File: config.mk
export PLATFORM = sky130hd
export DESIGN_NAME = otq_cell
export DESIGN_NICKNAME = d
export VERILOG_FILES = /design/src/rtl/otq_pkg.sv /design/src/rtl/otq_cell.sv
export SDC_FILE = /design/constraint.sdc
export NUM_CORES = 1
export LEC_CHECK = 0
export ABC_AREA = 1
export ABC_CLOCK_PERIOD_IN_PS = 8300
export BUFFER_PORTS_ARGS = -buffer_cell sky130_fd_sc_hd__buf_2
export CAP_MARGIN = 20
export CORE_AREA = 2 2 129 131
export CTS_BUF_LIST = sky130_fd_sc_hd__clkbuf_4
export DETAILED_ROUTE_END_ITERATION = 10
export DIE_AREA = 0 0 131 133
export GPL_TIMING_DRIVEN = 0
export HOLD_SLACK_MARGIN = 0.06
export PLACE_DENSITY = 0.81
export SKIP_CTS_REPAIR_TIMING = 1
export SYNTH_ARGS = -nofsm -noshare
export SYNTH_HDL_FRONTEND = slang
export SYNTH_SLANG_ARGS = --single-unit
File: constraint.sdc
create_clock -name clk_i -period 8.3 [get_ports clk_i]
set_input_delay 1.66 -clock clk_i [delete_from_list [all_inputs] [get_ports clk_i]]
set_output_delay 1.66 -clock clk_i [all_outputs]
set_load 0.01 [all_outputs]
File: src/rtl/otq_pkg.sv
package otq_pkg;

  localparam int CAPACITY   = 32;
  localparam int TIME_BITS  = 48;
  localparam int ID_BITS    = 32;
  localparam int DELAY_BITS = 31;
  localparam int REQ_BITS   = 2;
  localparam int CNT_BITS   = $clog2(CAPACITY + 1);
  localparam int SUM_BITS   = ((TIME_BITS > DELAY_BITS) ? TIME_BITS : DELAY_BITS) + 1;

  localparam logic [REQ_BITS-1:0] REQ_ADD    = 2'd0;
  localparam logic [REQ_BITS-1:0] REQ_DELETE = 2'd1;
  localparam logic [REQ_BITS-1:0] REQ_TICK   = 2'd2;

  typedef enum logic [2:0] {
    ST_ADDED     = 3'd0,
    ST_FULL      = 3'd1,
    ST_DELETED   = 3'd2,
    ST_NOT_FOUND = 3'd3,
    ST_EXPIRED   = 3'd4,
    ST_DONE      = 3'd5
  } status_e;

  typedef enum logic [1:0] {
    CMD_HOLD   = 2'd0,
    CMD_INSERT = 2'd1,
    CMD_DELETE = 2'd2,
    CMD_POP    = 2'd3
  } cmd_e;

  typedef struct packed {
    logic                 valid;
    logic [TIME_BITS-1:0] deadline;
    logic [ID_BITS-1:0]   id;
  } entry_t;

  typedef struct packed {
    cmd_e                 cmd;
    logic                 found;
    logic [TIME_BITS-1:0] key_dl;
    logic [ID_BITS-1:0]   key_id;
  } ctrl_t;

  typedef struct packed {
    logic stay;
    logic ge;
    logic match;
  } flags_t;

endpackage

File: src/rtl/otq_cell.sv
module otq_cell (
  input  logic           clk_i,
  input  logic           rst_ni,
  input  otq_pkg::ctrl_t ctrl_i,
  input  otq_pkg::entry_t left_i,
  input  logic           left_stay_i,
  input  otq_pkg::entry_t right_i,
  output otq_pkg::entry_t entry_o,
  output otq_pkg::flags_t flags_o
);
  import otq_pkg::*;

  logic                 valid_q, valid_d;
  logic [TIME_BITS-1:0] dl_q, dl_d;
  logic [ID_BITS-1:0]   id_q, id_d;
  logic                 lt, eq;

  assign eq = (dl_q == ctrl_i.key_dl) && (id_q == ctrl_i.key_id);
  assign lt = (dl_q < ctrl_i.key_dl) || ((dl_q == ctrl_i.key_dl) && (id_q < ctrl_i.key_id));

  assign flags_o.stay  = valid_q && (lt || eq);
  assign flags_o.ge    = valid_q && !lt;
  assign flags_o.match = valid_q && eq;

  assign entry_o.valid    = valid_q;
  assign entry_o.deadline = dl_q;
  assign entry_o.id       = id_q;

  always_comb begin
    valid_d = valid_q;
    dl_d    = dl_q;
    id_d    = id_q;
    case (ctrl_i.cmd)
      CMD_INSERT: begin
        if (!flags_o.stay) begin
          if (left_stay_i) begin
            valid_d = 1'b1;
            dl_d    = ctrl_i.key_dl;
            id_d    = ctrl_i.key_id;
          end else begin
            valid_d = left_i.valid;
            dl_d    = left_i.deadline;
            id_d    = left_i.id;
          end
        end
      end
      CMD_DELETE: begin
        if (ctrl_i.found && flags_o.ge) begin
          valid_d = right_i.valid;
          dl_d    = right_i.deadline;
          id_d    = right_i.id;
        end
      end
      CMD_POP: begin
        valid_d = right_i.valid;
        dl_d    = right_i.deadline;
        id_d    = right_i.id;
      end
      default: begin
      end
    endcase
  end

  always_ff @(posedge clk_i or negedge rst_ni) begin
    if (!rst_ni) begin
      valid_q <= 1'b0;
    end else begin
      valid_q <= valid_d;
    end
  end

  always_ff @(posedge clk_i) begin
    dl_q <= dl_d;
    id_q <= id_d;
  end

endmodule

==> flow_metrics.py <==
metrics = {
    "run_status": {
        "status": "completed",
    },
    "floorplan": {
        "ioPinCount": 332,
        "die_w_um": 131,
        "start_util_pct": 39.06,
        "core_area_mm2": 0.01617,
        "fp.dieH_um": 133,
        "die_area_mm2": 0.01742,
        "fp-row-count": 47,
    },
    "clock_tree": {
        "cts_buffers": 9,
        "cts_tree": "built",
        "cts_max_level": 3,
        "root_buffer": "clkbuf_4",
        "cts_buffer_depth": 2,
        "insertion_delay_ns": 0.46,
        "cts.sinks": 81,
        "path_clk_slew_ns": 0.13,
    },
    "flow_run": {
        "maxCapViolCount": 0,
    },
    "grt": {
        "track_usage_pct": 23.38,
        "antenna_found_initial": 3,
        "grt_pass1_wl_um": 31690,
        "grt_max_degree": 51,
        "grt_pass1_vias": 6647,
        "overflow": 0,
    },
    "synthesis": {
        "syn-cell-area_mm2": 0.006317,
        "yosysMostFrequentCell": "nand2_1",
        "yosysWarnings": 0,
        "yosysTopAreaCell": "edfxtp_1",
        "yosysUniqueCellTypes": 28,
        "synth_ff_type": "edfxtp_1",
        "syn-num-nets": 1151,
        "avgSynthCellArea_um2": 7.676,
        "synth.top_cell.area_share_pct": 38.03,
        "ys_seq_area_share_pct": 38.42,
        "syn_inst": 823,
        "ys_ff_latch": 81,
        "ys_top_cells_by_area": "edfxtp_1, ha_1, nand2_1, a21oi_1, o21ai_0",
        "synth-edff-count": 80,
        "async_flop_share_pct": 1.235,
        "synthTopCellsByCount": "nand2_1, inv_1, a21oi_1",
    },
    "timing": {
        "clock_skew_ns": 0.02316,
        "totalNegativeSetupSlack_ns": 0,
        "layout_min_cycle_time_ns": 5.000,
        "tightest_slew_ns": 0.6204,
        "rsz0062_at_grt": "false",
        "setup_viol": 0,
        "max_slew_margin_pct": 58.64,
        "fmax_ghz": 0.2000,
        "fin_crit_sh_pct": 60.24,
        "drv_slew": 0,
        "whs_ns": 0.6610,
        "hold_viol": 0,
    },
    "critical_path": {
        "rrSetupSlack_ns": 5.40,
        "crit_arrival_ns": 3.34,
        "crit_type": "primary input to primary output",
        "critPathMaxFanout": 2,
        "critPathCaptureType": "primary output",
        "reg2regPathDepth": 14,
        "worstPathRequired_ns": 6.64,
        "start_kind": "primary input",
    },
    "final_layout": {
        "nets": 1492,
        "drive_gt1_share_pct": 31.82,
        "multi_input_area_mm2": 0.003336,
        "fill_cells": 1567,
        "area_growth_pct": 34.18,
        "ff_latch_area_mm2": 0.002427,
    },
    "pwr": {
        "power.density_mw_per_mm2": 142.5,
        "leakage_nw": 4.414,
        "ir_worst_vdd_mv": 0.07375,
    },
    "worst_hold_path": {
        "hp-class": "flip-flop to flip-flop",
        "worstHoldPathCells": 2,
    },
    "drt": {
        "drt-initial-drc-count": 329,
        "dr_total_vias": 6849,
        "wl_um": 20850,
        "drc_errors": 0,
        "post_drt_via_cell_ratio": 4.920,
        "wl_per_cell_um": 14.97,
        "dr.pass1.iters": 5,
        "drtAntennaViolNets": 0,
    },
    "place": {
        "gp_congestion": 0.8909,
        "port_buffers": 329,
        "dp_hpwl_um": 16980,
    },
}
## report_power, final
part	total (mW)	internal, mW	switching (mW)
Combinational	0.354	0.150	0.204
Sequential	0.523	0.500	0.0226
Clock	0.331	0.180	0.151
Total	1.21	0.831	0.378
## layout by cell type, fill, tap and decap left out, drive strengths merged, types with 4 or more instances in the layout
cell type / instances
buf: 340
inv: 106
nand2: 225
o21a: 4
clkinv: 6
clkbuf: 34
nand4: 8
edfxtp: 80
nand3: 10
ha: 80
a21oi: 103
o21ai: 99
nor2: 62
bufinv: 4
## path summary, 6_finish.rpt
kind                                 start         end
min in group asynchronous           rst_ni     valid_q
worst max register to register    id_q[31]     id_q[2]
max in group asynchronous           rst_ni     valid_q
worst max-delay path            ctrl_i[15]  flags_o[2]
worst min register to register     valid_q     valid_q
worst min-delay path               valid_q     valid_q
## per-layer routing
metal  part of all wire (%)  GRT usage (%)  vias up
met2                     49          40.59      304
met3                    7.7          4.610       53
met5                      0              0        -
met4                    3.2          9.870        0
li1                       -              -     3430
met1                     40          27.86     3062
## cell type report
| class | instances | area share, % |
|---|---|---|
| buffer | 35 | 1.712 |
| tap | 220 | 3.247 |
| clock inverter | 7 | 1.565 |
| clock buffer | 9 | 0.7970 |
| inverter | 109 | 4.856 |
| sequential | 81 | 28.63 |
| timing repair buffer | 330 | 19.75 |
| multi-input combinational | 598 | 39.35 |
| antenna | 3 | 0.08856 |
## per-stage QoR
| step | power (mW) | setup slack (ns) | area, um2 | std cells | util, % |
|---|---|---|---|---|---|
| 3_5_place_dp | 0.8861 | 3.253 | 8269 | 1373 | 51.13 |
| 4_1_cts | 1.220 | 3.253 | 8469 | 1389 | 52.37 |
| 6_report | 1.208 | 3.300 | 8477 | 1392 | 52.42 |
| 3_3_place_gp | 0.8766 | 2.297 | 8239 | 1372 | 50.95 |
| 2_1_floorplan | 0.7257 | 3.492 | 6317 | 823 | - |
| 5_1_grt | 1.282 | 3.101 | 8474 | 1391 | 52.40 |
## critical path, stage by stage
cell     delay, ns
buf_2         0.10
inv_1         0.04
ha_1          0.29
nand2_1       0.07
nor2_1        0.17
nand4_1       0.14
nor3_1        0.35
nand3_1       0.17
a31oi_1       0.18
buf_2         0.17
## flip-flops by register name (all words and copies together) (netlist names)
signal,flops
id_q,32
dl_q,48
valid_q,1
## kinds of logic after synthesis
group                    count (synthesis)  share of synthesized area [%]
AO/OA/AOI/OAI                          210                          16.93
adder cells (fa/ha/maj)                 80                          15.84
buffers and inverters                  144                          8.774
flip-flops                              81                          38.42
AND/OR/NAND/NOR                        308                          20.02
(Power assumes the default switching activity.)
